$ cat src/rtl/ps2_set1_key_decoder_macros.svh
// Assertion macros for the PS/2 set 1 key decoder.
// Included by the RTL files that carry concurrent checks; no other dependencies.
`ifndef PS2_SET1_KEY_DECODER_MACROS_SVH
`define PS2_SET1_KEY_DECODER_MACROS_SVH

`ifndef SYNTHESIS
// The property must hold at every clock edge while reset is released.
`define PS2K_ASSERT(label, clk, rstn, prop, msg) \
    label: assert property (@(posedge clk) disable iff (!(rstn)) (prop)) else $error(msg);
// The expression must never be true while reset is released.
`define PS2K_ASSERT_NEVER(label, clk, rstn, expr, msg) \
    label: assert property (@(posedge clk) disable iff (!(rstn)) !(expr)) else $error(msg);
`else
`define PS2K_ASSERT(label, clk, rstn, prop, msg)
`define PS2K_ASSERT_NEVER(label, clk, rstn, expr, msg)
`endif

`endif

$ cat src/rtl/ps2k_pkg.sv
// Shared types, scancode constants and lookup functions for the PS/2 set 1 key decoder.
// No dependencies; used by ps2k_decode and ps2_set1_key_decoder.
`timescale 1ns / 1ps

package ps2k_pkg;

    // Input kinds carried on the slave-side tuser.
    localparam logic OP_SCAN = 1'b0;
    localparam logic OP_READ = 1'b1;

    // Set 1 scancodes with a fixed role.
    localparam logic [7:0] SC_PREFIX   = 8'hE0;
    localparam logic [7:0] SC_BREAK    = 8'h80;
    localparam logic [7:0] SC_LSHIFT   = 8'h2A;
    localparam logic [7:0] SC_RSHIFT   = 8'h36;
    localparam logic [7:0] SC_CTRL     = 8'h1D;
    localparam logic [7:0] SC_ALT      = 8'h38;
    localparam logic [7:0] SC_CAPS     = 8'h3A;
    localparam logic [7:0] SC_LSHIFT_B = 8'hAA;
    localparam logic [7:0] SC_RSHIFT_B = 8'hB6;
    localparam logic [7:0] SC_CTRL_B   = 8'h9D;
    localparam logic [7:0] SC_ALT_B    = 8'hB8;

    // Bases of the special key codes.
    localparam logic [8:0] EDIT_BASE = 9'h100;
    localparam logic [8:0] FKEY_BASE = 9'h070;

    // Held-key and prefix flags.
    typedef struct packed {
        logic shift;
        logic ctrl;
        logic alt;
        logic caps;
        logic prefix;
    } ps2k_flags_t;

    // What one scancode produces.
    typedef struct packed {
        logic       ev;
        logic [8:0] key_code;
        logic [2:0] mods;
        logic       push;
        logic [6:0] push_char;
    } ps2k_dec_t;

    // US base character for a make code; zero where the key has no character.
    function automatic logic [6:0] base_char(input logic [6:0] sc);
        logic [6:0] ch;
        case (sc)
            7'h01: ch = 7'h1B;
            7'h02: ch = 7'h31;
            7'h03: ch = 7'h32;
            7'h04: ch = 7'h33;
            7'h05: ch = 7'h34;
            7'h06: ch = 7'h35;
            7'h07: ch = 7'h36;
            7'h08: ch = 7'h37;
            7'h09: ch = 7'h38;
            7'h0A: ch = 7'h39;
            7'h0B: ch = 7'h30;
            7'h0C: ch = 7'h2D;
            7'h0D: ch = 7'h3D;
            7'h0E: ch = 7'h08;
            7'h0F: ch = 7'h09;
            7'h10: ch = 7'h71;
            7'h11: ch = 7'h77;
            7'h12: ch = 7'h65;
            7'h13: ch = 7'h72;
            7'h14: ch = 7'h74;
            7'h15: ch = 7'h79;
            7'h16: ch = 7'h75;
            7'h17: ch = 7'h69;
            7'h18: ch = 7'h6F;
            7'h19: ch = 7'h70;
            7'h1A: ch = 7'h5B;
            7'h1B: ch = 7'h5D;
            7'h1C: ch = 7'h0A;
            7'h1E: ch = 7'h61;
            7'h1F: ch = 7'h73;
            7'h20: ch = 7'h64;
            7'h21: ch = 7'h66;
            7'h22: ch = 7'h67;
            7'h23: ch = 7'h68;
            7'h24: ch = 7'h6A;
            7'h25: ch = 7'h6B;
            7'h26: ch = 7'h6C;
            7'h27: ch = 7'h3B;
            7'h28: ch = 7'h27;
            7'h29: ch = 7'h60;
            7'h2B: ch = 7'h5C;
            7'h2C: ch = 7'h7A;
            7'h2D: ch = 7'h78;
            7'h2E: ch = 7'h63;
            7'h2F: ch = 7'h76;
            7'h30: ch = 7'h62;
            7'h31: ch = 7'h6E;
            7'h32: ch = 7'h6D;
            7'h33: ch = 7'h2C;
            7'h34: ch = 7'h2E;
            7'h35: ch = 7'h2F;
            7'h37: ch = 7'h2A;
            7'h39: ch = 7'h20;
            7'h47: ch = 7'h37;
            7'h48: ch = 7'h38;
            7'h49: ch = 7'h39;
            7'h4A: ch = 7'h2D;
            7'h4B: ch = 7'h34;
            7'h4C: ch = 7'h35;
            7'h4D: ch = 7'h36;
            7'h4E: ch = 7'h2B;
            7'h4F: ch = 7'h31;
            7'h50: ch = 7'h32;
            7'h51: ch = 7'h33;
            7'h52: ch = 7'h30;
            7'h53: ch = 7'h2E;
            default: ch = 7'h00;
        endcase
        return ch;
    endfunction

    // US shift mapping: symbol keys to their shifted symbols, letters to upper case.
    function automatic logic [6:0] shift_char(input logic [6:0] ch);
        logic [6:0] res;
        case (ch)
            7'h31: res = 7'h21;
            7'h32: res = 7'h40;
            7'h33: res = 7'h23;
            7'h34: res = 7'h24;
            7'h35: res = 7'h25;
            7'h36: res = 7'h5E;
            7'h37: res = 7'h26;
            7'h38: res = 7'h2A;
            7'h39: res = 7'h28;
            7'h30: res = 7'h29;
            7'h2D: res = 7'h5F;
            7'h3D: res = 7'h2B;
            7'h5B: res = 7'h7B;
            7'h5D: res = 7'h7D;
            7'h5C: res = 7'h7C;
            7'h3B: res = 7'h3A;
            7'h27: res = 7'h22;
            7'h60: res = 7'h7E;
            7'h2C: res = 7'h3C;
            7'h2E: res = 7'h3E;
            7'h2F: res = 7'h3F;
            default: begin
                if (ch >= 7'h61 && ch <= 7'h7A) begin
                    res = ch - 7'h20;
                end else begin
                    res = ch;
                end
            end
        endcase
        return res;
    endfunction

    // Special key code for arrow, edit and function keys; zero when none applies.
    function automatic logic [8:0] special_code(input logic [7:0] sc);
        logic [8:0] code;
        case (sc)
            8'h4B: code = EDIT_BASE + 9'd0;
            8'h4D: code = EDIT_BASE + 9'd1;
            8'h48: code = EDIT_BASE + 9'd2;
            8'h50: code = EDIT_BASE + 9'd3;
            8'h47: code = EDIT_BASE + 9'd4;
            8'h4F: code = EDIT_BASE + 9'd5;
            8'h49: code = EDIT_BASE + 9'd6;
            8'h51: code = EDIT_BASE + 9'd7;
            8'h53: code = EDIT_BASE + 9'd8;
            8'h52: code = EDIT_BASE + 9'd9;
            8'h3B: code = FKEY_BASE + 9'd0;
            8'h3C: code = FKEY_BASE + 9'd1;
            8'h3D: code = FKEY_BASE + 9'd2;
            8'h3E: code = FKEY_BASE + 9'd3;
            8'h3F: code = FKEY_BASE + 9'd4;
            8'h40: code = FKEY_BASE + 9'd5;
            8'h41: code = FKEY_BASE + 9'd6;
            8'h42: code = FKEY_BASE + 9'd7;
            8'h43: code = FKEY_BASE + 9'd8;
            8'h44: code = FKEY_BASE + 9'd9;
            8'h57: code = FKEY_BASE + 9'd10;
            8'h58: code = FKEY_BASE + 9'd11;
            default: code = 9'h000;
        endcase
        return code;
    endfunction

endpackage

$ cat src/rtl/ps2_set1_key_decoder.sv
// PS/2 set 1 key decoder: takes one scancode byte or one console read request
// per clock while the result side keeps up, and returns one result per item.
// An accepted item is held in an input register, decoded in one pass and then
// loaded into the result register once that register is free or being taken.
// The character ring is a RAM of RING_DEPTH entries whose registered read port
// is loaded together with the result register; it holds at most RING_DEPTH-1
// characters, needs no clearing after reset, and a printable key that finds it
// full still gives its event but its character is dropped.
// Depends on ps2k_pkg, ps2k_decode, ps2k_ram and ps2_set1_key_decoder_macros.svh.
`timescale 1ns / 1ps

`include "ps2_set1_key_decoder_macros.svh"

module ps2_set1_key_decoder #(
    parameter int RING_DEPTH = 64
) (
    input  logic        aclk,
    input  logic        aresetn,
    // Input transactions.
    input  logic        s_tvalid,
    output logic        s_tready,
    input  logic [7:0]  s_tdata,   // [7:0] scan_byte
    input  logic        s_tuser,   // [0] opcode
    // Result transactions.
    output logic        m_tvalid,
    input  logic        m_tready,
    output logic [23:0] m_tdata,   // [8:0] key_code, [11:9] modifier_bits, [18:12] read_char
    output logic [1:0]  m_tuser    // [0] event_valid, [1] read_valid
);

    localparam int PTR_W = $clog2(RING_DEPTH);
    localparam logic [PTR_W-1:0] PTR_LAST = PTR_W'(RING_DEPTH - 1);

    // Input register.
    logic       in_valid_reg, in_valid_next;
    logic       in_op_reg;
    logic [7:0] in_byte_reg;

    // Decoder state and ring pointers.
    ps2k_pkg::ps2k_flags_t flags_reg, flags_next, dec_flags;
    ps2k_pkg::ps2k_dec_t   dec;
    logic [PTR_W-1:0]      wr_ptr_reg, wr_ptr_next, wr_inc;
    logic [PTR_W-1:0]      rd_ptr_reg, rd_ptr_next, rd_inc;

    // Result register.
    logic       out_valid_reg, out_valid_next;
    logic       out_ev_reg;
    logic [8:0] out_code_reg;
    logic [2:0] out_mods_reg;
    logic       out_rd_hit_reg;
    logic [6:0] ram_q;

    logic advance, s_accept, is_scan, is_read, ring_empty, ring_full, push, pop;

    // Pipeline handshake: the input stage moves on when the result stage is free.
    assign advance  = in_valid_reg && (!out_valid_reg || m_tready);
    assign s_tready = !in_valid_reg || advance;
    assign s_accept = s_tvalid && s_tready;

    assign is_scan = advance && (in_op_reg == ps2k_pkg::OP_SCAN);
    assign is_read = advance && (in_op_reg == ps2k_pkg::OP_READ);

    // Ring occupancy.
    assign wr_inc     = (wr_ptr_reg == PTR_LAST) ? '0 : wr_ptr_reg + PTR_W'(1);
    assign rd_inc     = (rd_ptr_reg == PTR_LAST) ? '0 : rd_ptr_reg + PTR_W'(1);
    assign ring_empty = (wr_ptr_reg == rd_ptr_reg);
    assign ring_full  = (wr_inc == rd_ptr_reg);
    assign push       = is_scan && dec.push && !ring_full;
    assign pop        = is_read && !ring_empty;

    ps2k_decode u_decode (
        .scan_byte  (in_byte_reg),
        .flags      (flags_reg),
        .flags_next (dec_flags),
        .dec        (dec)
    );

    ps2k_ram #(
        .WIDTH (7),
        .DEPTH (RING_DEPTH)
    ) u_ring (
        .clk   (aclk),
        .we    (push),
        .waddr (wr_ptr_reg),
        .wdata (dec.push_char),
        .re    (pop),
        .raddr (rd_ptr_reg),
        .rdata (ram_q)
    );

    // Next-state logic for control registers.
    always_comb begin
        in_valid_next  = s_accept ? 1'b1 : (advance ? 1'b0 : in_valid_reg);
        out_valid_next = advance ? 1'b1 : (m_tready ? 1'b0 : out_valid_reg);
        flags_next     = is_scan ? dec_flags : flags_reg;
        wr_ptr_next    = push ? wr_inc : wr_ptr_reg;
        rd_ptr_next    = pop ? rd_inc : rd_ptr_reg;
    end

    // Control registers.
    always_ff @(posedge aclk) begin
        if (!aresetn) begin
            in_valid_reg  <= 1'b0;
            out_valid_reg <= 1'b0;
            flags_reg     <= '0;
            wr_ptr_reg    <= '0;
            rd_ptr_reg    <= '0;
        end else begin
            in_valid_reg  <= in_valid_next;
            out_valid_reg <= out_valid_next;
            flags_reg     <= flags_next;
            wr_ptr_reg    <= wr_ptr_next;
            rd_ptr_reg    <= rd_ptr_next;
        end
    end

    // Payload registers of both stages.
    always_ff @(posedge aclk) begin
        if (s_accept) begin
            in_op_reg   <= s_tuser;
            in_byte_reg <= s_tdata;
        end
        if (advance) begin
            out_ev_reg     <= is_scan && dec.ev;
            out_code_reg   <= is_scan ? dec.key_code : 9'h000;
            out_mods_reg   <= is_scan ? dec.mods : 3'b000;
            out_rd_hit_reg <= pop;
        end
    end

    // Result transaction; the popped character comes straight from the RAM read register.
    assign m_tvalid = out_valid_reg;
    assign m_tuser  = {out_rd_hit_reg, out_ev_reg};
    assign m_tdata  = {5'b00000, (out_rd_hit_reg ? ram_q : 7'h00), out_mods_reg, out_code_reg};

    // A push never leaves the ring looking empty.
    `PS2K_ASSERT(a_push_not_empty, aclk, aresetn, push |=> (wr_ptr_reg != rd_ptr_reg), "ring overrun")
    // A pop always moves the read pointer.
    `PS2K_ASSERT(a_pop_moves, aclk, aresetn, pop |=> (rd_ptr_reg != $past(rd_ptr_reg)), "pop lost")
    // Flags change only when a scancode leaves the input stage.
    `PS2K_ASSERT(a_flags_hold, aclk, aresetn, !is_scan |=> $stable(flags_reg), "flags moved")
    // A result never carries both a key event and a popped character.
    `PS2K_ASSERT_NEVER(a_one_kind, aclk, aresetn, out_valid_reg && out_ev_reg && out_rd_hit_reg, "mixed result")

endmodule

$ cat src/rtl/ps2k_ram.sv
// Generic single-write, single-read RAM with a registered read port.
// No dependencies.
`timescale 1ns / 1ps

module ps2k_ram #(
    parameter int WIDTH = 8,
    parameter int DEPTH = 64
) (
    input  logic                     clk,
    input  logic                     we,
    input  logic [$clog2(DEPTH)-1:0] waddr,
    input  logic [WIDTH-1:0]         wdata,
    input  logic                     re,
    input  logic [$clog2(DEPTH)-1:0] raddr,
    output logic [WIDTH-1:0]         rdata
);

    logic [WIDTH-1:0] mem [DEPTH];
    logic [WIDTH-1:0] rdata_reg;

    // Write port and registered read port; read data holds while re is low.
    always_ff @(posedge clk) begin
        if (we) begin
            mem[waddr] <= wdata;
        end
        if (re) begin
            rdata_reg <= mem[raddr];
        end
    end

    assign rdata = rdata_reg;

endmodule

$ cat src/rtl/ps2k_decode.sv
// Scancode decoder: flag update, special key lookup and character mapping for one byte.
// Depends on ps2k_pkg.
`timescale 1ns / 1ps

module ps2k_decode (
    input  logic [7:0]           scan_byte,
    input  ps2k_pkg::ps2k_flags_t flags,
    output ps2k_pkg::ps2k_flags_t flags_next,
    output ps2k_pkg::ps2k_dec_t   dec
);

    logic [8:0] sp_code;
    logic [6:0] base;
    logic [6:0] mapped;
    logic [2:0] mods;

    assign sp_code = ps2k_pkg::special_code(scan_byte);
    assign base    = ps2k_pkg::base_char(scan_byte[6:0]);
    assign mods    = {flags.shift, flags.alt, flags.ctrl};

    // Shift takes precedence; otherwise caps lock raises letters only.
    always_comb begin
        if (flags.shift) begin
            mapped = ps2k_pkg::shift_char(base);
        end else if (flags.caps && base >= 7'h61 && base <= 7'h7A) begin
            mapped = base - 7'h20;
        end else begin
            mapped = base;
        end
    end

    // Byte classification and flag update.
    always_comb begin
        flags_next    = flags;
        dec           = '0;
        if (scan_byte == ps2k_pkg::SC_PREFIX) begin
            flags_next.prefix = 1'b1;
        end else begin
            flags_next.prefix = 1'b0;
            if (scan_byte == ps2k_pkg::SC_LSHIFT || scan_byte == ps2k_pkg::SC_RSHIFT) begin
                flags_next.shift = 1'b1;
            end else if (scan_byte == ps2k_pkg::SC_LSHIFT_B ||
                         scan_byte == ps2k_pkg::SC_RSHIFT_B) begin
                flags_next.shift = 1'b0;
            end else if (scan_byte == ps2k_pkg::SC_CTRL) begin
                flags_next.ctrl = 1'b1;
            end else if (scan_byte == ps2k_pkg::SC_CTRL_B) begin
                flags_next.ctrl = 1'b0;
            end else if (scan_byte == ps2k_pkg::SC_ALT) begin
                flags_next.alt = 1'b1;
            end else if (scan_byte == ps2k_pkg::SC_ALT_B) begin
                flags_next.alt = 1'b0;
            end else if (scan_byte == ps2k_pkg::SC_CAPS) begin
                // An extended caps make leaves the lock alone.
                if (!flags.prefix) begin
                    flags_next.caps = !flags.caps;
                end
            end else if ((scan_byte & ps2k_pkg::SC_BREAK) == 8'h00) begin
                if (sp_code != 9'h000) begin
                    dec.ev       = 1'b1;
                    dec.key_code = sp_code;
                    dec.mods     = mods;
                end else if (base != 7'h00) begin
                    dec.ev        = 1'b1;
                    dec.key_code  = {2'b00, mapped};
                    dec.mods      = mods;
                    dec.push      = 1'b1;
                    dec.push_char = mapped;
                end
            end
        end
    end

endmodule
$ cat config.mk
export PLATFORM = sky130hd
export DESIGN_NAME = ps2_set1_key_decoder
export DESIGN_NICKNAME = d
export VERILOG_FILES = /design/src/rtl/ps2k_pkg.sv /design/src/rtl/ps2_set1_key_decoder.sv /design/src/rtl/ps2k_ram.sv /design/src/rtl/ps2k_decode.sv
export VERILOG_INCLUDE_DIRS = /design/src /design/src/rtl
export SDC_FILE = /design/constraint.sdc
export NUM_CORES = 1
export LEC_CHECK = 0
export BUFFER_PORTS_ARGS = -buffer_cell sky130_fd_sc_hd__buf_4
export CORE_MARGIN = 2
export CORE_UTILIZATION = 45
export CTS_BUF_LIST = sky130_fd_sc_hd__clkbuf_16
export DETAILED_ROUTE_END_ITERATION = 8
export PLACE_DENSITY = 0.56
export SLEW_MARGIN = 0
export SYNTH_ARGS = -nofsm -noshare
export SYNTH_HDL_FRONTEND = slang
export SYNTH_SLANG_ARGS = --single-unit
$ cat constraint.sdc
create_clock -name aclk -period 8.73 [get_ports aclk]
set_input_delay 2.1825 -clock aclk [delete_from_list [all_inputs] [get_ports aclk]]
set_output_delay 2.1825 -clock aclk [all_outputs]
set_load 0.005 [all_outputs]
==> metrics.md <==
| Metric | Value |
|---|---|
| Net switching power | 1.22 mW |
| Internal power | 4.09 mW |
| WP data required | 6.55 ns |
| CP Capture Point | s_tready |
| CP Capture Type | primary output |
| Worst slew pin tran | 0.994 ns |
| Fillers | 4049 |
| Post-synth EDFFs | 477 |
| Commonest non-fill, non-tap cell in the layout | edfxtp_1 |
| Post-CTS Setup Bufs | 0 |
| IR Drop Worst-Case VDD | 0.156 mV |
| Synth top area cells | edfxtp_1 64%, mux4_2 14%, dfxtp_1 2.3% |
| Inst Count DP | 1958 |
| Crit-path cells | buf_4, and3b_1, inv_4, buf_4 |
| Pin count of the biggest net entering global routing | 65 |
| Clk root buf | clkbuf_16 |
| Post-route minimum period | 5.25 ns |
| Gate power share | 5.7% |
| Routed via count | 12400 |
| Initial DRT Pass Iterations | 5 |
| Asr flop ratio synth | 0% |
| # H-tree levels | 2 |
| Initial core utilization | 45.6% |
| Register area | 14900 sq um |
| Tcrit/Tclk final | 60.2% |
| Max_cap viols | 0 |
| Clk buf depth | 3 |
| Largest stage delay on the critical path | 0.51 ns |
| Warnings, synthesis | 0 |
| Post-layout nets | 1374 |
| Mapped Cells | 1335 |
| CP max stage cell | and3b_1 |
| Die Height | 226 um |
| Power Dens Cells | 213 nW/um^2 |
| Total die area | 51300 sq um |
| RSZ-0062 raised after global routing | false |
| Post-DP HPWL | 32900 um |
| Hold Buf Count CTS | 0 |
| Inserted Diodes | 0 |
| Leak | 8.14 nW |
| Top_reg_cell synth | edfxtp_1 |
| Synthesized area | 22300 sq um |
| WS Path Type | in2out |
| Reg2Reg Launch Point | wr_ptr_reg[0] |
| Register area share after synthesis | 66.7% |
| Core Area | 48800 sq um |
| Cell family with most CP delay | simple AND/OR/NAND/NOR gates |
| Seq pwr share | 51.6% |
| Port-buffer cells | 34 |
| Synth area leader | edfxtp_1 |
| CP Depth | 4 |
| Antenna Nets Post-Route | 0 |
| Setup crit start kind | primary input |
| Worst Hold Class | reg2reg |
| Overflow after GRT | 0 |
| Final Setup Violations | 0 |
| Worst setup path start | m_tready |
| Clock Sinks | 503 |
| Netlist cell types | 85 |
| Worst Path Arrival | 3.07 ns |
| Syn avg cell area | 16.7 sq um |
| Slew Viols, Final | 0 |
| Fin Setup TNS | 0 ns |
| Gpl congestion | 0.889 |
| Final hold violation count | 0 |
| Routed WL | 53100 um |
| Worst r2r dst | u_ring.mem[17][6] |
| CP most frequent cell | buf_4 |
| Critical path buffer and inverter count | 3 |
| Number of global-route vias before repair | 12000 |
| First-pass GRT wire length | 79000 um |
| Share of layout cells above drive strength 1 | 23.4% |
| Detailed-route wire length per cell | 25.8 um |
| Vias per Instance | 6.03 |
| Initial antenna violation count | 1 |
| Hold WS | 0.522 ns |
| CTS tree | built |
| Clk network pwr share | 42.7% |
| Sw Share | 23.0% |
| Slew margin rel. | 33.7% |
| Drt initial violations | 1165 |
| Row count | 81 |
| Clock transition at the registers of the reported paths | 0.06 ns |
| CP max FO | 11 |
| Skew final | 0.0402 ns |
| # IOs | 41 |
| Max FFs per register | 448 |
| Reg2Reg Setup Slack | 4.56 ns |
| Horiz. Die Dim | 226 um |
| CTS resizes | 0 |
| Clock Latency Late Sink | 0.63 ns |
| GRT Total Usage | 21.1% |
| Layout area overhead | 11.8% |
| Commonest non-fill, non-tap cells in the layout | 477 x edfxtp_1, 140 x mux4_2, 96 x nor2_1 |
| DRC | 0 |
| Post-synth top area share | 64.3% |
| FF+latch count, synth | 503 |
| Multi-input gate area | 6900 sq um |
| FF-to-FF path depth | 6 |
| Inserted Clock Buffers | 53 |
| Max frequency | 190 MHz |
| Status | finished clean |
| Non-filler cells, final | 2058 |
==> cell type report <==
cell class | count | area share [%]
Clock buffer | 53 | 5.33
Multi-Input combinational cell | 709 | 27.7
Sequential cell | 503 | 59.7
Inverter | 24 | 0.372
Tap cell | 664 | 3.34
Clock inverter | 47 | 1.83
Timing Repair Buffer | 58 | 1.75
==> power by group through the flow <==
stage	logic [mW]	registers, mW	clock network (mW)
finish	0.302	2.74	2.27
global route	0.332	2.74	2.41
CTS	0.304	2.74	2.31
detailed placement	0.305	2.79	0
global placement	0.303	2.79	0
floorplan	0.215	2.76	0
==> through the flow <==
step                instance area, sq um  setup WS, ns  util (%)  total power [mW]
floorplan                          22300          3.77         -              2.98
global placement                   23100          3.45      47.3              3.09
detailed placement                 23100          3.45      47.3              3.09
CTS                                24900          3.49      51.0              5.35
global route                       24900          3.42      51.0              5.49
finish                             24900          3.48      51.0              5.31
==> worst min path at each step <==
stage	start	endpoint	slack, ns	depth (start not counted)
2_1_floorplan	flags_reg[2]	flags_reg[2]	0.46	1
6_report	flags_reg[2]	flags_reg[2]	0.52	1
3_5_place_dp	flags_reg[0]	flags_reg[0]	0.52	2
5_1_grt	flags_reg[2]	flags_reg[2]	0.54	1
3_3_place_gp	flags_reg[0]	flags_reg[0]	0.50	2
4_1_cts	flags_reg[0]	flags_reg[0]	0.53	2
==> Yosys cell counts, types with 12 or more instances <==
library cell / number
mux4_2: 140
inv_1: 21
o21ai_0: 29
edfxtp_1: 477
nor2_1: 101
buf_4: 14
mux2i_1: 13
nand2b_1: 17
nor3_1: 12
a21oi_1: 32
dfxtp_1: 26
a22oi_1: 14
nor4_1: 16
buf_1: 13
ha_1: 12
buf_2: 33
o22ai_1: 13
nand3_1: 22
nand2_1: 47
clkbuf_1: 43
and2_1: 16
==> per-layer routing <==
layer,share of wire [%],GRT usage [%],vias up
li1,-,-,5451
met1,45,31.1,6407
met2,46,31.7,469
met3,6.8,4.60,79
met4,2.5,5.96,0
met5,0,0,-
==> logic make-up after synthesis <==
| kind of cell | share of synthesized area, % |
|---|---|
| compound gates | 6.10 |
| xor+xnor | 0.787 |
| fa+ha+maj | 0.674 |
| buf+inv | 2.62 |
| flops | 66.7 |
| mux | 15.0 |
| other cells | 0.0168 |
| simple gates | 8.16 |
Power figures use the tool's default switching activity.
